File: src/ctmf_pkg.sv
// ----------------------------------------------------------------------------
// ctmf_pkg
// Shared types, codes and sizes of the complex template matched filter.
// ----------------------------------------------------------------------------
package ctmf_pkg;

   localparam int WINDOW_DEPTH_DEF = 8192;
   localparam int SAMPLE_BITS_DEF  = 16;

   localparam int WSIZE_BITS = 14;
   localparam logic [WSIZE_BITS-1:0] WSIZE_RESET = 14'd8192;

   localparam int ENERGY_BITS = 46;
   localparam int CORR_BITS   = 47;
   localparam int SNR_BITS    = 32;
   localparam int SCALE_SHIFT = 16;

   // root of energy * 2^16, dividend |corr| * 2^16
   localparam int ROOT_BITS = (ENERGY_BITS + SCALE_SHIFT) / 2;
   localparam int DIVD_BITS = CORR_BITS + SCALE_SHIFT;
   localparam int REM_BITS  = ROOT_BITS + 1;
   localparam int STEP_BITS = ROOT_BITS + 3;
   localparam int ITER_BITS = $clog2(DIVD_BITS);

   typedef enum logic {
      OP_TEMPLATE = 1'b0,
      OP_DATA     = 1'b1
   } ctmf_op_type;

   typedef enum logic [1:0] {
      STATUS_OK          = 2'd0,
      STATUS_NO_TEMPLATE = 2'd1,
      STATUS_ZERO_ENERGY = 2'd2
   } ctmf_status_type;

   typedef enum logic [2:0] {
      ST_IDLE,
      ST_MUL_A,
      ST_MUL_B,
      ST_ACC,
      ST_NORM,
      ST_EMIT
   } ctmf_state_type;

   typedef enum logic [1:0] {
      NS_IDLE,
      NS_ROOT,
      NS_DIV,
      NS_DONE
   } ctmf_norm_state_type;

   typedef struct packed {
      logic                   start;
      logic [ENERGY_BITS-1:0] energy;
      logic [CORR_BITS-1:0]   corr;
   } ctmf_norm_req_type;

   typedef struct packed {
      logic                done;
      logic [SNR_BITS-1:0] snr;
   } ctmf_norm_rsp_type;

endpackage

File: src/ctmf_norm_div.sv
// ----------------------------------------------------------------------------
// ctmf_norm_div
// Iterative normalizer: square root of the template energy, then division of
// the correlation by that root, sharing one compare/subtract unit.
// ----------------------------------------------------------------------------
module ctmf_norm_div import ctmf_pkg::*; (
   input  logic              clock,
   input  logic              reset,
   input  ctmf_norm_req_type norm_req,
   output ctmf_norm_rsp_type norm_rsp
);

   ctmf_norm_state_type nstate_ff, nstate_in;
   logic [ITER_BITS-1:0] iter_ff, iter_in;
   logic [DIVD_BITS-1:0] work_ff, work_in;
   logic [REM_BITS-1:0]  rem_ff, rem_in;
   logic [ROOT_BITS-1:0] root_ff, root_in;
   logic [CORR_BITS-1:0] mag_ff, mag_in;
   logic                 neg_ff, neg_in;

   logic [STEP_BITS-1:0] step_a, step_b, step_diff;
   logic                 step_ge;
   logic [CORR_BITS-1:0] corr_mag;

   // shared compare/subtract
   always_comb begin
      if (nstate_ff == NS_ROOT) begin
         step_a = {rem_ff, work_ff[DIVD_BITS-1 -: 2]};
         step_b = {1'b0, root_ff, 2'b01};
      end else begin
         step_a = {1'b0, rem_ff, work_ff[DIVD_BITS-1]};
         step_b = {3'b000, root_ff};
      end
      step_ge   = step_a >= step_b;
      step_diff = step_a - step_b;
   end

   assign corr_mag = norm_req.corr[CORR_BITS-1] ? (~norm_req.corr + 1'b1) : norm_req.corr;

   always_comb begin
      nstate_in = nstate_ff;
      case (nstate_ff)
         NS_IDLE: begin
            if (norm_req.start) begin
               nstate_in = NS_ROOT;
            end
         end
         NS_ROOT: begin
            if (iter_ff == '0) begin
               nstate_in = NS_DIV;
            end
         end
         NS_DIV: begin
            if (iter_ff == '0) begin
               nstate_in = NS_DONE;
            end
         end
         NS_DONE: nstate_in = NS_IDLE;
         default: nstate_in = NS_IDLE;
      endcase
   end

   always_comb begin
      iter_in = iter_ff;
      work_in = work_ff;
      rem_in  = rem_ff;
      root_in = root_ff;
      mag_in  = mag_ff;
      neg_in  = neg_ff;
      case (nstate_ff)
         NS_IDLE: begin
            if (norm_req.start) begin
               work_in = {norm_req.energy, {(DIVD_BITS - ENERGY_BITS){1'b0}}};
               rem_in  = '0;
               root_in = '0;
               iter_in = ITER_BITS'(ROOT_BITS - 1);
               mag_in  = corr_mag;
               neg_in  = norm_req.corr[CORR_BITS-1];
            end
         end
         NS_ROOT: begin
            root_in = {root_ff[ROOT_BITS-2:0], step_ge};
            rem_in  = step_ge ? step_diff[REM_BITS-1:0] : step_a[REM_BITS-1:0];
            work_in = {work_ff[DIVD_BITS-3:0], 2'b00};
            iter_in = iter_ff - 1'b1;
            if (iter_ff == '0) begin
               work_in = {mag_ff, {SCALE_SHIFT{1'b0}}};
               rem_in  = '0;
               iter_in = ITER_BITS'(DIVD_BITS - 1);
            end
         end
         NS_DIV: begin
            rem_in  = step_ge ? step_diff[REM_BITS-1:0] : step_a[REM_BITS-1:0];
            work_in = {work_ff[DIVD_BITS-2:0], step_ge};
            iter_in = iter_ff - 1'b1;
         end
         default: begin
         end
      endcase
   end

   always_ff @(posedge clock) begin
      if (reset) begin
         nstate_ff <= NS_IDLE;
      end else begin
         nstate_ff <= nstate_in;
      end
   end

   always_ff @(posedge clock) begin
      iter_ff <= iter_in;
      work_ff <= work_in;
      rem_ff  <= rem_in;
      root_ff <= root_in;
      mag_ff  <= mag_in;
      neg_ff  <= neg_in;
   end

   // quotient sits in work_ff; saturate to signed 32 bits
   always_comb begin
      norm_rsp.done = nstate_ff == NS_DONE;
      if (!neg_ff) begin
         if (|work_ff[DIVD_BITS-1:SNR_BITS-1]) begin
            norm_rsp.snr = {1'b0, {(SNR_BITS-1){1'b1}}};
         end else begin
            norm_rsp.snr = work_ff[SNR_BITS-1:0];
         end
      end else begin
         if (|work_ff[DIVD_BITS-1:SNR_BITS] ||
             (work_ff[SNR_BITS-1] && |work_ff[SNR_BITS-2:0])) begin
            norm_rsp.snr = {1'b1, {(SNR_BITS-1){1'b0}}};
         end else begin
            norm_rsp.snr = ~work_ff[SNR_BITS-1:0] + 1'b1;
         end
      end
   end

endmodule
File: config.mk
export PLATFORM = sky130hd
export DESIGN_NAME = ctmf_norm_div
export DESIGN_NICKNAME = d
export VERILOG_FILES = /design/src/ctmf_pkg.sv /design/src/ctmf_norm_div.sv
export SDC_FILE = /design/constraint.sdc
export NUM_CORES = 1
export LEC_CHECK = 0
export ABC_CLOCK_PERIOD_IN_PS = 14600
export BUFFER_PORTS_ARGS = -buffer_cell sky130_fd_sc_hd__buf_2
export CAP_MARGIN = 20
export CORE_UTILIZATION = 32
export DETAILED_ROUTE_END_ITERATION = 8
export PLACE_DENSITY = 0.47
export SLEW_MARGIN = 5
export SYNTH_ARGS = -nofsm -noshare
export SYNTH_HDL_FRONTEND = slang
export SYNTH_SLANG_ARGS = --single-unit
File: constraint.sdc
create_clock -name clock -period 14.6 [get_ports clock]
set_clock_uncertainty 0.1 [all_clocks]
set_input_delay 0.73 -clock clock [delete_from_list [all_inputs] [get_ports clock]]
set_output_delay 0.73 -clock clock [all_outputs]
set_load 0.02 [all_outputs]
==> reports/summary.txt <==
==============================================================================
Post-cts repair resize count                                                 0
Worst slew margin relative to its limit                                  0.341
Synthesized flop and latch total                                           182
Reg clk slew, reported paths                                             70 ps
Timing-limited maximum frequency                                       173 MHz
CTS Sinks                                                                  182
Max Cap Violations                                                           0
Total global-route track usage                                           0.174
Boundary Pins                                                              129
Residual antenna-violating net count after detailed routing                  0
Slew at the pin closest to its max-slew limit                           989 ps
Post-route minimum period                                              5790 ps
Pwr/cell area                                                       274 mW/mm²
Startpoint-to-endpoint class of the critical path                      reg2out
Setup bufs post-CTS                                                          0
Setup crit start                                                  work_ff[0]$_DFFE_PP_
Outcome                                                              completed
Pleak                                                                  5.14 nW
Residual overflow from global routing                                        0
Async SR Flop Fraction                                                       0
Total number of nets in the final design                                 1,458
Worst-skew pair later-pin latency                                       440 ps
Endpoints failing hold                                                       0
Iteration-0 DRC count of the detailed router                               586
Standard cell core area                                             0.0375 mm²
FP Rows                                                                     71
Mean instance size in the synthesized netlist                         9.86 µm²
Top cell types by occurrence after synthesis                      edfxtp_1, nor2_1, a21oi_1
Overall power after layout                                             3.81 mW
Critical-path maximum fanout                                                22
Worst hold-check slack                                                  373 ps
Synthesis-to-layout area growth                                          14.4%
Most common cell in the synthesized netlist                           edfxtp_1
Final count of negative-setup-slack endpoints                                0
Cell type contributing the most total cell area after synthesis       edfxtp_1
Fillers                                                                  3,842
Worst setup SP type                                                   register
Largest net degree at the start of global routing                           76
Kind of end point of the critical path                             output port
Post-CTS Hold Fix Bufs                                                       0
RSZ-0062 raised after global routing                                     false
Leading register cell type out of synthesis                           edfxtp_1
Number of DRC violations after detailed routing                              0
Post-route clock period utilization                                      0.397
Initial antenna violation count                                              0
Worst min path class                                                    in2reg
Post-synth top area share                                                0.445
Final-layout setup total negative slack                                   0 ps
Max-slew violations                                                          0
Post-detailed-route wirelength per cell                                18.2 µm
Number of flops mapped to enable cells by yosys                            180
First-pass GRT wire length                                             53.5 mm
Crit Reg-Reg Startpoint                                           nstate_ff[1]$_SDFFE_PP0P_
Top area cells in the synthesized netlist                         edfxtp_1, nor2_1, a21oi_1
Number of global-route vias before repair                                9,716
Proportion of layout cells with a drive suffix above 1                   0.183
Synthesis Warnings                                                           0
Final core area utilization                                              0.371
Effective utilization at floorplan                                       0.324
Drt via density                                                           5.32
Data required, critical path                                         13,770 ps
Number of diodes                                                             0
Floorplan die width                                                     197 µm
Data arrival time of the critical path                                 4960 ps
Die area                                                            0.0388 mm²
TritonCTS clock tree                                                     built
Maximum resistive drop on vdd                                         0.141 mV
Via count                                                                9,810
Sequential-to-total area share from yosys stat                           0.448
Setup slack after layout                                               8810 ps
Clock root buffer                                                    clkbuf_16
Number of different library cells in the post-synthesis netlist             65
Total nets after synthesis                                               1,370
GPL Wtd Cong                                                             0.877
Hold_sp                                                                  reset
Synth Instances                                                          1,232
Post-synth design cell area                                         0.0122 mm²
H-tree depth                                                                 4
Total routed wirelength                                                33.6 mm
Clock buffers created by TritonCTS                                          17
Input/output buffers                                                       128
Maximum buffer depth of the clock tree                                       2
Die height                                                              197 µm
Post-place setup slack                                                 9290 ps
Detailed Routing Iterations Pass 1                                           4
Estimated wirelength of the detail-placed design                       24.1 mm
==============================================================================
==> state kept, by name, summed over array words and instances (netlist names) <==
| name | cells |
|---|---|
| iter_ff | 6 |
| rem_ff | 32 |
| neg_ff | 1 |
| work_ff | 63 |
| root_ff | 31 |
| mag_ff | 47 |
| nstate_ff | 2 |
==> worst max-delay path, stage by stage, from the launching register on <==
cell      delay, ps
edfxtp_1        430
inv_1           100
ha_1            180
or3b_2          500
nor4_1          680
nand4_1         230
o21ai_1         710
nand3_1         730
o311ai_0        690
buf_2           260
==> area by class of cell <==
| cell class | count | area [µm²] | share of cell area |
|---|---|---|---|
| Timing Repair Buffer | 144 | 769 | 0.0554 |
| Multi-Input combinational cell | 947 | 6350 | 0.457 |
| Inverter | 28 | 105 | 0.00756 |
| Clock buffer | 18 | 429 | 0.0309 |
| Sequential cell | 182 | 5450 | 0.392 |
| Clock inverter | 14 | 153 | 0.0110 |
| Tap cell | 511 | 639 | 0.0460 |
==> placed cells by master, fill, tap and decap left out, types with 16 or more instances in the layout <==
cell,n
edfxtp_1,180
xnor2_1,61
ha_1,38
buf_2,128
o311ai_0,21
clkbuf_16,17
mux2i_1,44
a221oi_1,21
nand3_1,18
inv_1,26
nor3_1,29
nand2_1,83
nor2_1,144
o21ai_0,57
and2_1,35
or3_1,18
a21oi_1,108
o2bb2ai_1,20
mux2_2,31
xor2_1,16
nor4_1,18
==> per-layer routing <==
layer	routed length, µm	up-vias	GRT usage
met3	934	20	0.0221
met4	436	0	0.0439
met5	0	-	0
met2	15400	189	0.276
met1	16800	4764	0.251
li1	-	4837	-
==> kinds of logic after synthesis <==
kind of cell	share of synthesized area
and+or+nand+nor	0.169
xor gates and xnor gates	0.0555
DFF	0.448
buffers and inverters	0.0325
muxes	0.0650
AOI/OAI and AO/OA	0.186
adders and majority gates	0.0439
==> final timing paths <==
path | to | slack (ps) | cells after the start
worst max-delay path | norm_rsp[23] | 8810 | 9
worst min-delay path | nstate_ff[1]$_SDFFE_PP0P_ | 370 | 2
worst max register to register | rem_ff[11]$_DFFE_PP_ | 9520 | 15
worst min register to register | nstate_ff[0]$_SDFFE_PP0P_ | 440 | 2
==> through the flow <==
step | std cells | instance area [µm²]
after floorplan | 1232 | 12200
after global placement | 1810 | 13300
after detailed placement | 1811 | 13300
after CTS | 1843 | 13900
after global routing | 1844 | 13900
final | 1844 | 13900
==> power breakdown <==
group | internal (mW) | switching, mW | leakage (nW)
Sequential | 0.922 | 0.197 | 1.78
Combinational | 0.866 | 1.37 | 3.07
Clock | 0.231 | 0.232 | 0.288
(Power assumes the default switching activity.)
